File: src/rtl/tint_pkg.sv
// ----------------------------------------------------------------------------
// tint_pkg: shared types and constants of the tickless interval timer
// Command and result codes, channel payload structs, the front-to-back queue
// entry and a helper for the counter mask.
// ----------------------------------------------------------------------------
package tint_pkg;

  // Command codes on the input channel
  localparam logic [2:0] CMD_TICK     = 3'd0;
  localparam logic [2:0] CMD_SET      = 3'd1;
  localparam logic [2:0] CMD_RD_UNREP = 3'd2;
  localparam logic [2:0] CMD_RD_TIME  = 3'd3;
  localparam logic [2:0] CMD_ENABLE   = 3'd4;
  localparam logic [2:0] CMD_DISABLE  = 3'd5;

  // Result kinds on the output channel
  localparam logic [1:0] KIND_EXPIRY = 2'd0;
  localparam logic [1:0] KIND_UNREP  = 2'd1;
  localparam logic [1:0] KIND_TIME   = 2'd2;

  localparam logic [15:0] MIN_INTERVAL_RST = 16'd50;

  // Front-to-back queue
  localparam int QUEUE_DEPTH = 4;  // power of two, pointers wrap naturally
  localparam int QPTR_W      = $clog2(QUEUE_DEPTH);
  localparam int QLVL_W      = $clog2(QUEUE_DEPTH + 1);

  typedef struct packed {
    logic [2:0]  command;
    logic [31:0] period_us;
  } in_item_t;

  typedef struct packed {
    logic [1:0]  kind;
    logic [31:0] value_us;
  } out_item_t;

  // Classified operation, as handed to the back end
  typedef enum logic [2:0] {
    OP_TICK,
    OP_SET,
    OP_STOP,
    OP_RD_UNREP,
    OP_RD_TIME,
    OP_ENABLE,
    OP_DISABLE
  } op_t;

  typedef struct packed {
    op_t         op;
    logic [31:0] req_count;  // clamped interval in counts, saturated
    logic [31:0] min_count;  // minimum interval in counts, saturated
    logic        is_max;     // clamped interval equals the maximum
  } q_item_t;

  // Result before the divide by the clock rate
  typedef struct packed {
    logic [1:0]  kind;
    logic [31:0] dividend;
  } res_t;

  function automatic logic [31:0] cnt_mask(input int bits);
    logic [63:0] full;
    full = (64'd1 << bits) - 64'd1;
    return full[31:0];
  endfunction

endpackage

File: src/rtl/tint_div.sv
// ----------------------------------------------------------------------------
// tint_div: pipelined divide by the clock rate
// Reciprocal multiply, back-multiply, then one compare-and-subtract fixup.
// Two register stages; quotient and remainder come out combinationally.
// ----------------------------------------------------------------------------
module tint_div #(
  parameter int CLOCK_MHZ = 64
) (
  input  logic        clk,
  input  logic        advance,
  input  logic [31:0] dividend,
  output logic [31:0] quotient,
  output logic [((CLOCK_MHZ > 1) ? $clog2(CLOCK_MHZ) : 1)-1:0] remainder
);

  localparam int MW = $clog2(CLOCK_MHZ + 1);
  localparam int RW = (CLOCK_MHZ > 1) ? $clog2(CLOCK_MHZ) : 1;
  // floor((2^32-1)/M): estimate is low by at most one
  localparam logic [63:0] RECIP64 = 64'hFFFF_FFFF / 64'(CLOCK_MHZ);
  localparam logic [31:0] RECIP   = RECIP64[31:0];
  localparam logic [31:0] DIVISOR = 32'(CLOCK_MHZ);

  logic [63:0]      prod;
  logic [31:0]      u1;
  logic [31:0]      q0;
  logic [31:0]      u2;
  logic [31:0]      m2;
  logic [31+MW:0]   back_prod;
  logic [31:0]      rem_raw;
  logic             fix;
  logic [31:0]      rem_fixed;

  assign back_prod = (32 + MW)'(prod[63:32]) * (32 + MW)'(CLOCK_MHZ);

  always_ff @(posedge clk) begin
    if (advance) begin
      prod <= 64'(dividend) * 64'(RECIP);
      u1   <= dividend;
      q0   <= prod[63:32];
      u2   <= u1;
      m2   <= back_prod[31:0];
    end
  end

  assign rem_raw   = u2 - m2;
  assign fix       = rem_raw >= DIVISOR;
  assign quotient  = fix ? q0 + 32'd1 : q0;
  assign rem_fixed = fix ? rem_raw - DIVISOR : rem_raw;
  assign remainder = rem_fixed[RW-1:0];

endmodule

File: src/rtl/tint_back.sv
// ----------------------------------------------------------------------------
// tint_back: timer state and command execution
// Down-counter, reload, totals and the unreported count with its residue
// modulo the clock rate. Set-interval runs a short sequence that refreshes
// the residues through a divide pipeline.
// ----------------------------------------------------------------------------
module tint_back import tint_pkg::*; #(
  parameter int CLOCK_MHZ    = 64,
  parameter int COUNTER_BITS = 24
) (
  input  logic    clk,
  input  logic    rst,
  input  logic    head_valid,
  input  q_item_t head_item,
  output logic    pop,
  output logic    res_valid,
  input  logic    res_ready,
  output res_t    res
);

  localparam int          MW       = $clog2(CLOCK_MHZ + 1);
  localparam int          RW       = (CLOCK_MHZ > 1) ? $clog2(CLOCK_MHZ) : 1;
  localparam int          XW       = MW + 1;
  localparam logic [31:0] CNT_MASK = cnt_mask(COUNTER_BITS);
  localparam logic [63:0] P64      = 64'h1_0000_0000 % 64'(CLOCK_MHZ);
  localparam logic [31:0] RLD_MOD  = CNT_MASK % 32'(CLOCK_MHZ);
  localparam logic [XW-1:0] M_X    = XW'(CLOCK_MHZ);
  localparam logic [XW-1:0] P_X    = XW'(P64);
  localparam logic [COUNTER_BITS-1:0] COUNT_100 = COUNTER_BITS'(100 * CLOCK_MHZ);

  typedef enum logic [4:0] {
    ST_RUN   = 5'b00001,
    ST_PICK  = 5'b00010,
    ST_LOAD  = 5'b00100,
    ST_REM_U = 5'b01000,
    ST_REM_R = 5'b10000
  } back_state_t;

  back_state_t             state;
  logic [COUNTER_BITS-1:0] down;
  logic [COUNTER_BITS-1:0] reload;
  logic [31:0]             total;
  logic [31:0]             unrep;
  logic [RW-1:0]           unrep_mod;
  logic [RW-1:0]           reload_mod;
  logic                    running;
  logic                    enabled;
  logic [31:0]             lat_set;
  logic [31:0]             lat_min;
  logic                    lat_is_max;

  logic                    down_zero;
  logic [31:0]             elapsed;
  logic [COUNTER_BITS-1:0] cur;
  logic                    wrap;
  logic [32:0]             wrap_sum;
  logic [XW-1:0]           mod_sum;
  logic [XW-1:0]           mod_red;
  logic [XW-1:0]           mod_next;
  logic                    has_result;
  logic                    in_run;
  logic [31:0]             short_count;
  logic [31:0]             pick;
  logic [31:0]             div_in;
  logic [RW-1:0]           div_rem;

  assign down_zero = down == '0;
  assign elapsed   = down_zero ? 32'd0 : 32'(reload) - 32'(down);
  assign cur       = down_zero ? reload : down;
  assign wrap      = cur <= COUNTER_BITS'(1);
  assign wrap_sum  = {1'b0, unrep} + 33'(reload);

  // Residue of (unrep + reload) mod 2^32, from the two stored residues
  always_comb begin
    mod_sum = XW'(unrep_mod) + XW'(reload_mod);
    mod_red = (mod_sum >= M_X) ? mod_sum - M_X : mod_sum;
    if (!wrap_sum[32]) begin
      mod_next = mod_red;
    end else if (mod_red >= P_X) begin
      mod_next = mod_red - P_X;
    end else begin
      mod_next = mod_red + M_X - P_X;
    end
  end

  assign in_run = state == ST_RUN;

  always_comb begin
    has_result   = 1'b0;
    res.kind     = KIND_EXPIRY;
    res.dividend = wrap_sum[31:0];
    unique case (head_item.op)
      OP_TICK: has_result = running && wrap;
      OP_RD_UNREP: begin
        has_result   = 1'b1;
        res.kind     = KIND_UNREP;
        res.dividend = elapsed + unrep;
      end
      OP_RD_TIME: begin
        has_result   = 1'b1;
        res.kind     = KIND_TIME;
        res.dividend = total + elapsed;
      end
      default: has_result = 1'b0;
    endcase
  end

  assign res_valid = head_valid && in_run && has_result;
  assign pop       = head_valid && in_run && (!has_result || res_ready);

  // New reload after the fold: 100 us when reported ran ahead, else shortened
  always_comb begin
    short_count = lat_set - unrep;
    if (unrep[31]) begin
      pick = 32'(COUNT_100);
    end else if (!lat_is_max && (lat_set > unrep)) begin
      pick = (short_count < lat_min) ? lat_min : short_count;
    end else begin
      pick = lat_set;
    end
  end

  assign div_in = (state == ST_LOAD) ? 32'(reload) : unrep;

  tint_div #(
    .CLOCK_MHZ(CLOCK_MHZ)
  ) u_rem_div (
    .clk      (clk),
    .advance  (1'b1),
    .dividend (div_in),
    .quotient (),
    .remainder(div_rem)
  );

  always_ff @(posedge clk) begin
    if (pop && (head_item.op == OP_SET)) begin
      lat_set    <= head_item.req_count;
      lat_min    <= head_item.min_count;
      lat_is_max <= head_item.is_max;
    end
  end

  always_ff @(posedge clk) begin
    if (rst) begin
      state      <= ST_RUN;
      down       <= '0;
      reload     <= CNT_MASK[COUNTER_BITS-1:0];
      total      <= '0;
      unrep      <= '0;
      unrep_mod  <= '0;
      reload_mod <= RLD_MOD[RW-1:0];
      running    <= 1'b1;
      enabled    <= 1'b1;
    end else begin
      unique case (state)
        ST_RUN: begin
          if (pop) begin
            case (head_item.op)
              OP_TICK: begin
                if (running) begin
                  if (wrap) begin
                    total     <= total + 32'(reload);
                    down      <= '0;
                    unrep     <= 32'(mod_next);
                    unrep_mod <= mod_next[RW-1:0];
                  end else begin
                    down <= cur - COUNTER_BITS'(1);
                  end
                end
              end
              OP_SET: begin
                total <= total + elapsed;
                unrep <= unrep + elapsed;
                down  <= '0;
                if (!enabled) begin
                  running <= 1'b1;
                end
                state <= ST_PICK;
              end
              OP_STOP: begin
                running <= 1'b0;
                enabled <= 1'b0;
              end
              OP_ENABLE: begin
                if (!enabled) begin
                  enabled <= 1'b1;
                  running <= 1'b1;
                end
              end
              OP_DISABLE: running <= 1'b0;
              default: ;
            endcase
          end
        end
        ST_PICK: begin
          reload <= pick[COUNTER_BITS-1:0];
          state  <= ST_LOAD;
        end
        ST_LOAD:  state <= ST_REM_U;
        ST_REM_U: begin
          unrep_mod <= div_rem;
          state     <= ST_REM_R;
        end
        ST_REM_R: begin
          reload_mod <= div_rem;
          state      <= ST_RUN;
        end
        default: state <= ST_RUN;
      endcase
    end
  end

endmodule

File: config.mk
export PLATFORM = sky130hd
export DESIGN_NAME = tint_back
export DESIGN_NICKNAME = d
export VERILOG_FILES = /design/src/rtl/tint_pkg.sv /design/src/rtl/tint_div.sv /design/src/rtl/tint_back.sv
export SDC_FILE = /design/constraint.sdc
export NUM_CORES = 1
export LEC_CHECK = 0
export BUFFER_PORTS_ARGS = -buffer_cell sky130_fd_sc_hd__buf_4
export CAP_MARGIN = 20
export CORE_MARGIN = 3
export CORE_UTILIZATION = 53
export CTS_BUF_LIST = sky130_fd_sc_hd__clkbuf_4
export CTS_CLUSTER_SIZE = 24
export DETAILED_ROUTE_END_ITERATION = 12
export PLACE_DENSITY = 0.71
export SLEW_MARGIN = 30
export SYNTH_ARGS = -nofsm -noshare
export SYNTH_HDL_FRONTEND = slang
export SYNTH_SLANG_ARGS = --single-unit
export TNS_END_PERCENT = 100
File: constraint.sdc
create_clock -name clk -period 8.2 [get_ports clk]
set_input_delay 1.23 -clock clk [delete_from_list [all_inputs] [get_ports clk]]
set_output_delay 1.23 -clock clk [all_outputs]
set_load 0.02 [all_outputs]
==> impl_metrics.yaml, run 1 <==
clocking:
  cts_tree: "done"
  cts_made_buffers: 59
  worstSkewPairLatency_ns: 0.81
  clk_root_buffer_cell: "sky130_fd_sc_hd__clkbuf_4"
  numClockSinks: 208
  clk_pin_slew_ns: 0.06
  htreeDepth: 2
  max-clock-path-buffers: 3
placed_design:
  global_placement_routability_congestion: 0.979
  dpl.hpwl_mm: 44.3
  placement.io_buffers: 107
finish:
  syn2layout_area_growth_pct: 11.5
  mostFrequentLayoutCell: "sky130_fd_sc_hd__nor2_1"
  filler_cell_count: 3054
  final_net_count: 2666
  mostFrequentLayoutCells: "264 x sky130_fd_sc_hd__nor2_1, 211 x sky130_fd_sc_hd__a21oi_1, 198 x sky130_fd_sc_hd__ha_1, 151 x sky130_fd_sc_hd__inv_1, 147 x sky130_fd_sc_hd__nand2_1"
  register_area_sq_um: 4810
  utilization: 0.603
  multi_input_comb_area_sq_um: 12600
  final_layout_size_suffix_gt1_frac: 0.117
routing:
  route.detailed.drc: 0
  routed-via-count: 18000
  detailedRoute.firstIterationViolations: 1778
  ant_nets: 0
  avgViaCountPerCell: 6.23
  total_routed_length_mm: 59.4
  drt-wirelength-per-cell_um: 20.6
  drt_pre_antenna_iters: 6
worst_setup_path:
  worst_ep_arrival_time_ns: 6.66
  critical_path_peak_fanout: 5
  endpoint_kind: "primary output"
  timing.critical_path.from_type: "flop"
  critPathKind: "reg2out"
  critical_path_required_ns: 6.97
global_route:
  grt_max_degree: 66
  grt.overflow.total: 0
  grtUsageTotal: 0.318
  first_global_vias: 17000
  first_pass_grt_wire_length_mm: 91.9
  grt_antenna_before_repair: 1
synthesis:
  synth.avg_cell_area_sq_um: 8.04
  cell_area_after_synthesis_sq_um: 18300
  syn_nets: 2549
  synth.top_cells.by_area: "sky130_fd_sc_hd__dfxtp_1 16%, sky130_fd_sc_hd__ha_1 14%, sky130_fd_sc_hd__edfxtp_1 11%, sky130_fd_sc_hd__a21oi_1 5.8%, sky130_fd_sc_hd__nor2_1 5.5%"
  syn-instance-count: 2272
  number_of_flops_mapped_to_enable_cells_by_yosys: 65
  yosys_top_cell_by_area: "sky130_fd_sc_hd__dfxtp_1"
  synth_seq_area_share: 0.264
  synth_cell_types: 91
  synth_flop_cell: "sky130_fd_sc_hd__dfxtp_1"
  synth_async_sr_flop_share: 0
  synth.yosys.warnings: 0
  yosys.area.top_type_share: 0.157
  synth.ff_latch_count: 208
sta:
  timing.final.setup_violations: 0
  finalHoldViolCount: 0
  timing.fmax_ghz: 0.127
  tightest_slew_ns: 1.08
  unrepaired_setup_endpoints_after_global_routing: "no"
  accumulated_negative_setup_slack_ns: 0
  timing.slew.headroom: 0.282
  min_period_over_period: 0.962
  final_period_minus_worst_setup_slack_ns: 7.89
  finClkSkew_ns: 0.0326
  timing.final.max_slew_violations: 0
floorplan:
  core.rowCount: 67
  dieArea_sq_um: 36700
  die_y_um: 192
  io_pins: 108
  standard_cell_core_area_sq_um: 33800
  initial_utilization: 0.541
  chipWidth_um: 192
flow_run:
  number_of_max_cap_violations: 0
hold_path:
  hold_class: "reg2reg"
status:
  outcome: "complete, no violations"
## routing by layer
metal / vias up / track usage / wire (um)
met1: 8346 / 0.421 / 25400
met3: 180 / 0.0688 / 5670
met5: - / 0 / 0
li1: 8624 / - / -
met2: 826 / 0.491 / 25500
met4: 0 / 0.157 / 2860
## synth_stat cells, types with 6 or more instances
master and number:
sky130_fd_sc_hd__nor2_1 266, sky130_fd_sc_hd__o22ai_1 13, sky130_fd_sc_hd__clkbuf_1 62, sky130_fd_sc_hd__o31ai_1 11, sky130_fd_sc_hd__o21a_1 24, sky130_fd_sc_hd__o21ai_0 140, sky130_fd_sc_hd__a211o_1 16, sky130_fd_sc_hd__fa_1 7
sky130_fd_sc_hd__a22oi_1 38, sky130_fd_sc_hd__a21oi_1 212, sky130_fd_sc_hd__o21bai_1 27, sky130_fd_sc_hd__and3_1 16, sky130_fd_sc_hd__mux2i_1 10, sky130_fd_sc_hd__inv_1 152, sky130_fd_sc_hd__a221o_1 12, sky130_fd_sc_hd__or3_1 13
sky130_fd_sc_hd__a21boi_0 6, sky130_fd_sc_hd__a221oi_1 21, sky130_fd_sc_hd__nor3_1 58, sky130_fd_sc_hd__nand4_1 17, sky130_fd_sc_hd__dfxtp_1 143, sky130_fd_sc_hd__nand2b_1 30, sky130_fd_sc_hd__buf_1 10, sky130_fd_sc_hd__nand2_1 147
sky130_fd_sc_hd__xor2_1 65, sky130_fd_sc_hd__a211oi_1 43, sky130_fd_sc_hd__nor4_1 19, sky130_fd_sc_hd__edfxtp_1 65, sky130_fd_sc_hd__ha_1 198, sky130_fd_sc_hd__nor2b_1 23, sky130_fd_sc_hd__o211ai_1 21, sky130_fd_sc_hd__xnor2_1 95
sky130_fd_sc_hd__mux2_2 6, sky130_fd_sc_hd__a21o_1 78, sky130_fd_sc_hd__a31oi_1 19, sky130_fd_sc_hd__and2_1 12, sky130_fd_sc_hd__a2111oi_0 7, sky130_fd_sc_hd__o221ai_1 16, sky130_fd_sc_hd__nand3_1 44
## area by class of cell
class / instances / share of cell area
inverters: 153 / 0.0283
diodes: 3 / 0.000369
well taps: 448 / 0.0275
multi-input cells: 1830 / 0.618
clock buffers: 88 / 0.0324
flip-flops and latches: 208 / 0.236
repair buffers: 137 / 0.0505
clock inverters: 19 / 0.00651
## worst paths after layout
path / start / endpoint / slack [ns] / cells after the start
setup reg to reg: unrep[0] / reload[0] / 1.87 / 24
hold reg to reg: u_rem_div.u1[1] / u_rem_div.u2[1] / 0.33 / 0
setup / recovery: down[14] / res[30] / 0.31 / 20
hold / removal: u_rem_div.u1[1] / u_rem_div.u2[1] / 0.33 / 0
## worst max-delay path, cell delays in order, from the launching register on
cell	delay (ns)
sky130_fd_sc_hd__dfxtp_1	0.35
sky130_fd_sc_hd__nor4_1	0.63
sky130_fd_sc_hd__nand4_1	0.39
sky130_fd_sc_hd__nor3_4	0.36
sky130_fd_sc_hd__nor2_1	0.11
sky130_fd_sc_hd__ha_1	0.24
sky130_fd_sc_hd__fa_1	0.42
sky130_fd_sc_hd__a21o_1	0.19
sky130_fd_sc_hd__a211oi_2	0.26
sky130_fd_sc_hd__nor3_1	0.12
sky130_fd_sc_hd__a2111oi_4	0.52
sky130_fd_sc_hd__o311ai_2	0.18
sky130_fd_sc_hd__maj3_2	0.36
sky130_fd_sc_hd__a2111oi_2	0.38
sky130_fd_sc_hd__a211o_4	0.21
sky130_fd_sc_hd__o311ai_4	0.10
sky130_fd_sc_hd__or2_4	0.25
sky130_fd_sc_hd__a311oi_2	0.28
sky130_fd_sc_hd__xor2_1	0.22
sky130_fd_sc_hd__o211ai_1	0.11
sky130_fd_sc_hd__buf_4	0.21
## state kept, by name, summed over array words and instances, names as in the netlist, 24 cells and up
register  count
down         24
lat_min      32
lat_set      32
reload       24
total        32
unrep        32
## cells by family (layout without fill, tap and decap cells)
logic type / Yosys count / after routing / share of synthesized area
fa+ha+maj: 209 / 209 / 0.146
mux: 16 / 16 / 0.00918
flops: 208 / 208 / 0.264
xor+xnor: 161 / 161 / 0.0776
compound gates: 765 / 765 / 0.282
other cells: 0 / 3 / 0
buf+inv: 234 / 397 / 0.0494
simple gates: 679 / 679 / 0.173
## repair_timing
item / CTS / global route
endpoints found under the setup margin: 0 / 8
endpoints found under the hold margin: 0 / 0
gates resized for setup: 0 / 2
hold buffers: 0 / 0
setup buffers: 0 / 1
## through the flow
step           cell area [sq um]  instances  worst slack, ns  hold WS, ns
3_5_place_dp               19600       2775             1.21        0.313
5_1_grt                    20400       2885           0.0150        0.327
3_3_place_gp               19500       2775             1.29        0.313
4_1_cts                    20300       2882            0.332        0.328
2_1_floorplan              18300       2272            0.906        0.310
6_report                   20400       2886            0.314        0.326
Power of run 1 is not shown: default switching activity piles up to over one toggle a cycle in this logic, so the estimate is an artifact.
==> run 2, diff against run 1 <==
--- a/config.mk
+++ b/config.mk
@@ -7,14 +7,16 @@
 export LEC_CHECK = 0
 export BUFFER_PORTS_ARGS = -buffer_cell sky130_fd_sc_hd__buf_4
 export CAP_MARGIN = 20
+export CORE_ASPECT_RATIO = 0.5
 export CORE_MARGIN = 3
 export CORE_UTILIZATION = 53
 export CTS_BUF_LIST = sky130_fd_sc_hd__clkbuf_4
 export CTS_CLUSTER_SIZE = 24
 export DETAILED_ROUTE_END_ITERATION = 12
-export PLACE_DENSITY = 0.71
+export PLACE_DENSITY_LB_ADDON = 0.15
 export SLEW_MARGIN = 30
 export SYNTH_ARGS = -nofsm -noshare
 export SYNTH_HDL_FRONTEND = slang
+export SYNTH_HIERARCHICAL = 1
 export SYNTH_SLANG_ARGS = --single-unit
 export TNS_END_PERCENT = 100
==> impl_metrics.yaml, run 2 <==
status:
  outcome: "complete, no violations"
worst_setup_path:
  endpoint_kind: "primary output"
  cp-endpoint: "res[25]"
  worst_path_dominant_cell_family: "compound AO/OA/AOI/OAI gates"
  buffers_inverters_on_critical_path: 2
  timing.critical_path.from_type: "flop"
  worstRegToRegCells: 27
  critical_path_peak_fanout: 4
  ff2ff_setup_slack_ns: 1.21
  worst_ep_arrival_time_ns: 6.66
  cp_slowest_cell: "sky130_fd_sc_hd__nor3_1"
  critPathKind: "reg2out"
  critical_path_required_ns: 6.97
  rr_startpoint: "unrep[0]"
  critical_path.startpoint: "down[2]"
  path_depth: 25
  worstReg2RegEnd: "reload[22]"
  critical_path.max_stage_delay_ns: 0.52
finish:
  final_layout_size_suffix_gt1_frac: 0.120
  stdcell_area_sq_um: 20900
  syn2layout_area_growth_pct: 11.4
  filler_cell_count: 3238
  mostFrequentLayoutCell: "sky130_fd_sc_hd__a21oi_1"
  final_net_count: 2716
  mostFrequentLayoutCells: "211 x sky130_fd_sc_hd__a21oi_1, 200 x sky130_fd_sc_hd__nor2_1, 200 x sky130_fd_sc_hd__ha_1, 161 x sky130_fd_sc_hd__o21ai_0, 154 x sky130_fd_sc_hd__nand2_1"
routing:
  avgViaCountPerCell: 6.30
  routed-via-count: 18600
  drt-wirelength-per-cell_um: 22.7
  detailedRoute.firstIterationViolations: 1964
  route.detailed.drc: 0
  ant_nets: 0
  total_routed_length_mm: 67.2
  drt_pre_antenna_iters: 5
placed_design:
  dpl.hpwl_mm: 52.1
  placedInstanceArea_sq_um: 20100
  placement.io_buffers: 107
  global_placement_routability_congestion: 1.05
  dpl_worst_slack_ns: 0.777
sta:
  timing.final.setup_violations: 0
  timing.fmax_ghz: 0.127
  final_critical_path_setup_slack_ns: 0.310
  tightest_slew_ns: 1.01
  min_period_over_period: 0.962
  final_period_minus_worst_setup_slack_ns: 7.89
  timing.final.max_slew_violations: 0
  finalHoldViolCount: 0
  finClkSkew_ns: 0.0575
  timing.slew.headroom: 0.321
floorplan:
  die_y_um: 139
  chipWidth_um: 272
  initial_utilization: 0.541
  dieArea_sq_um: 37800
  core.rowCount: 48
  io_pins: 108
  standard_cell_core_area_sq_um: 34700
clocking:
  clk_root_buffer_cell: "sky130_fd_sc_hd__clkbuf_4"
  cts_tree: "done"
  numClockSinks: 208
  htreeDepth: 2
  cts_made_buffers: 52
  clk_pin_slew_ns: 0.08
  worstSkewPairLatency_ns: 0.75
  max-clock-path-buffers: 3
global_route:
  grt_antenna_before_repair: 5
  grtUsageTotal: 0.347
  first_pass_grt_wire_length_mm: 102
  grt_max_degree: 69
  first_global_vias: 16900
  grt.overflow.total: 0
synthesis:
  synth.yosys.warnings: 6
  cell_area_after_synthesis_sq_um: 18800
  syn-instance-count: 2322
  synth.avg_cell_area_sq_um: 8.08
hold_path:
  hold_class: "reg2reg"
flow_run:
  number_of_max_cap_violations: 0
run 2: cell count changes in the layout (fill, tap and decap cells not counted), moves of 12 or more:
cell,change
sky130_fd_sc_hd__conb_1,+12
sky130_fd_sc_hd__dfxtp_1,-14
sky130_fd_sc_hd__edfxtp_1,+12
sky130_fd_sc_hd__inv_1,-13
sky130_fd_sc_hd__mux2i_1,+22
sky130_fd_sc_hd__nand3_1,+15
sky130_fd_sc_hd__nor2_1,-64
sky130_fd_sc_hd__o21ai_0,+21
sky130_fd_sc_hd__xor2_1,-19
run 2: layout make-up:
class | count | area, sq um | area share
Antenna cell | 1 | 2.50 | 0.000120
Clock buffer | 77 | 578 | 0.0277
Clock inverter | 21 | 86.3 | 0.00413
Inverter | 141 | 531 | 0.0254
Multi-Input combinational cell | 1889 | 13100 | 0.626
Sequential cell | 208 | 4940 | 0.236
Tap cell | 475 | 594 | 0.0284
Timing Repair Buffer | 145 | 1090 | 0.0523
run 2: how the worst min path moves through the flow:
stage / from / slack, ns / depth (start not counted) / endpoint
floorplan: u_rem_div/u1[0] / 0.40 / 0 / u_rem_div/u2[0]
global placement: u_rem_div/u1[4] / 0.40 / 0 / u_rem_div/u2[4]
detailed placement: u_rem_div/u1[0] / 0.40 / 0 / u_rem_div/u2[0]
CTS: u_rem_div/u1[0] / 0.42 / 0 / u_rem_div/u2[0]
global route: u_rem_div/u1[0] / 0.43 / 0 / u_rem_div/u2[0]
finish: u_rem_div/u1[0] / 0.42 / 0 / u_rem_div/u2[0]
run 2: metal layers:
metal	global-route usage	vias to the layer above	share of wire
met5	0.0163	-	0.0020
met4	0.0891	8	0.023
met3	0.127	113	0.14
met2	0.449	957	0.37
met1	0.530	8682	0.46
li1	-	8862	-
run 2: what timing repair did:
action                     4_1_cts  5_1_grt
gates resized for setup          1       19
pin swaps                        0        1
hold buffers                     0        0
hold endpoints to repair         0        0
buffers inserted                 0        2
setup endpoints to repair        2       12
run 2: per-stage QoR:
stage / cells / setup TNS, ns / hold slack (ns) / util
after floorplan: 2333 / 0 / 0.400 / -
after global placement: 2856 / 0 / 0.404 / 0.580
after detailed placement: 2856 / 0 / 0.405 / 0.580
after CTS: 2954 / 0 / 0.424 / 0.600
after global routing: 2957 / -0.0762 / 0.433 / 0.603
final: 2957 / 0 / 0.422 / 0.603
Power of run 2 is left out for the same reason.
==> run 3, diff against run 2 <==
--- a/config.mk
+++ b/config.mk
@@ -13,7 +13,7 @@
 export CTS_BUF_LIST = sky130_fd_sc_hd__clkbuf_4
 export CTS_CLUSTER_SIZE = 24
 export DETAILED_ROUTE_END_ITERATION = 12
-export PLACE_DENSITY_LB_ADDON = 0.15
+export PLACE_DENSITY = 0.67
 export SLEW_MARGIN = 30
 export SYNTH_ARGS = -nofsm -noshare
 export SYNTH_HDL_FRONTEND = slang
==> impl_metrics.yaml, run 3 (synthesis results as in run 2) <==
floorplan:
  standard_cell_core_area_sq_um: 34700
  dieArea_sq_um: 37800
  io_pins: 108
  initial_utilization: 0.541
  die_y_um: 139
  chipWidth_um: 272
  core.rowCount: 48
worst_setup_path:
  critical_path_required_ns: 6.97
  buffers_inverters_on_critical_path: 2
  worstReg2RegEnd: "reload[2]"
  path_depth: 24
  rr_startpoint: "unrep[0]"
  worst_ep_arrival_time_ns: 6.71
  critical_path_peak_fanout: 6
  ff2ff_setup_slack_ns: 0.99
  timing.critical_path.from_type: "flop"
  worstRegToRegCells: 27
  crit_path_frequent_cell: "sky130_fd_sc_hd__a21oi_1"
  cp_cell_instances: "inv_1 > ha_1 > fa_1 > nor2b_1 > o31a_1 > o41ai_2 > a21oi_1 > nor2_1 > xor2_1 > nor2_2 > ha_1 > a21o_1 > a21o_1 > a2111oi_0 > nor2_1 > o32ai_1 > nor3_1 > maj3_1 > a21oi_1 > nor2b_1 > o21ai_0 > a21oi_1 > a221o_1 > buf_4"
  worst_path_dominant_cell_family: "compound AO/OA/AOI/OAI gates"
  critical_path.max_stage_delay_ns: 0.59
  endpoint_kind: "primary output"
  cp-endpoint: "res[21]"
  critical_path.startpoint: "reload[0]"
  critPathKind: "reg2out"
  cp_slowest_cell: "sky130_fd_sc_hd__a2111oi_0"
sta:
  unrepaired_setup_endpoints_after_global_routing: "yes"
  timing.fmax_ghz: 0.126
  timing.slew.headroom: 0.246
  timing.final.max_slew_violations: 0
  min_period_over_period: 0.968
  accumulated_negative_setup_slack_ns: 0
  tightest_slew_ns: 1.13
  timing.final.setup_violations: 0
  final_critical_path_setup_slack_ns: 0.260
  finClkSkew_ns: 0.0513
  finalHoldViolCount: 0
  final_period_minus_worst_setup_slack_ns: 7.94
clocking:
  cts_made_buffers: 52
  clk_root_buffer_cell: "sky130_fd_sc_hd__clkbuf_4"
  htreeDepth: 2
  worstSkewPairLatency_ns: 0.77
  clk_pin_slew_ns: 0.09
  numClockSinks: 208
  cts_tree: "done"
  max-clock-path-buffers: 3
global_route:
  first_global_vias: 16900
  grt_max_degree: 66
  grt_antenna_before_repair: 3
  grtUsageTotal: 0.345
  grt.overflow.total: 0
  first_pass_grt_wire_length_mm: 100
routing:
  total_routed_length_mm: 66.9
  avgViaCountPerCell: 6.29
  route.detailed.drc: 0
  ant_nets: 0
  routed-via-count: 18600
  detailedRoute.firstIterationViolations: 2179
  drt_pre_antenna_iters: 6
  drt-wirelength-per-cell_um: 22.6
finish:
  mostFrequentLayoutCell: "sky130_fd_sc_hd__a21oi_1"
  utilization: 0.603
  filler_cell_count: 3211
  syn2layout_area_growth_pct: 11.5
  final_net_count: 2719
  mostFrequentLayoutCells: "211 x sky130_fd_sc_hd__a21oi_1, 199 x sky130_fd_sc_hd__ha_1, 196 x sky130_fd_sc_hd__nor2_1, 161 x sky130_fd_sc_hd__o21ai_0, 154 x sky130_fd_sc_hd__nand2_1"
  final_layout_size_suffix_gt1_frac: 0.121
flow_run:
  number_of_max_cap_violations: 0
placed_design:
  global_placement_routability_congestion: 1.04
  dpl.hpwl_mm: 52.1
  dpl_worst_slack_ns: 0.846
  placement.io_buffers: 107
status:
  outcome: "complete, no violations"
hold_path:
  hold_class: "reg2reg"
-- run 3: changes by cell type in the layout (fill, tap and decap cells not counted), moves of 2 or more --
cell                       change
sky130_fd_sc_hd__nor2_2        +4
sky130_fd_sc_hd__buf_4         +4
sky130_fd_sc_hd__clkinv_1      -2
sky130_fd_sc_hd__inv_2         -2
sky130_fd_sc_hd__clkbuf_4      -2
sky130_fd_sc_hd__nor2_1        -4
-- run 3: worst min-delay path by stage --
| stage | startpoint | to | slack [ns] | cells after the start |
|---|---|---|---|---|
| global placement | u_rem_div/u1[0] | u_rem_div/u2[0] | 0.40 | 0 |
| floorplan | u_rem_div/u1[0] | u_rem_div/u2[0] | 0.40 | 0 |
| CTS | u_rem_div/u1[1] | u_rem_div/u2[1] | 0.41 | 0 |
| finish | u_rem_div/u1[1] | u_rem_div/u2[1] | 0.41 | 0 |
| detailed placement | u_rem_div/u1[1] | u_rem_div/u2[1] | 0.41 | 0 |
| global route | u_rem_div/u1[1] | u_rem_div/u2[1] | 0.42 | 0 |
-- run 3: timing repair --
item,in CTS,in global routing
hold buffers,0,0
gates resized for setup,1,17
pin swaps,0,3
setup buffers,0,2
endpoints found under the setup margin,1,13
endpoints found under the hold margin,0,0
-- run 3: area by class of cell --
class | instances | area, sq um | share of cell area
inverters | 141 | 531 | 0.0254
clock buffers | 75 | 563 | 0.0269
diodes | 2 | 5.00 | 0.000239
repair buffers | 148 | 1110 | 0.0531
well taps | 475 | 594 | 0.0284
clock inverters | 21 | 118 | 0.00562
multi-input cells | 1889 | 13100 | 0.624
flip-flops and latches | 208 | 4940 | 0.236
-- run 3: metrics by stage --
step	instance area (sq um)	hold slack [ns]	std cells
floorplan	18800	0.400	2333
global placement	20100	0.402	2859
detailed placement	20100	0.407	2859
CTS	20800	0.412	2955
global route	20900	0.421	2959
finish	20900	0.409	2959
-- run 3: per-layer routing --
metal / up-vias / global-route usage / wire length (um)
met5: - / 0 / 10
met4: 2 / 0.0823 / 1510
met1: 8665 / 0.511 / 30600
met3: 108 / 0.154 / 10200
li1: 8897 / - / -
met2: 943 / 0.446 / 24600
Power of run 3 is left out for the same reason.
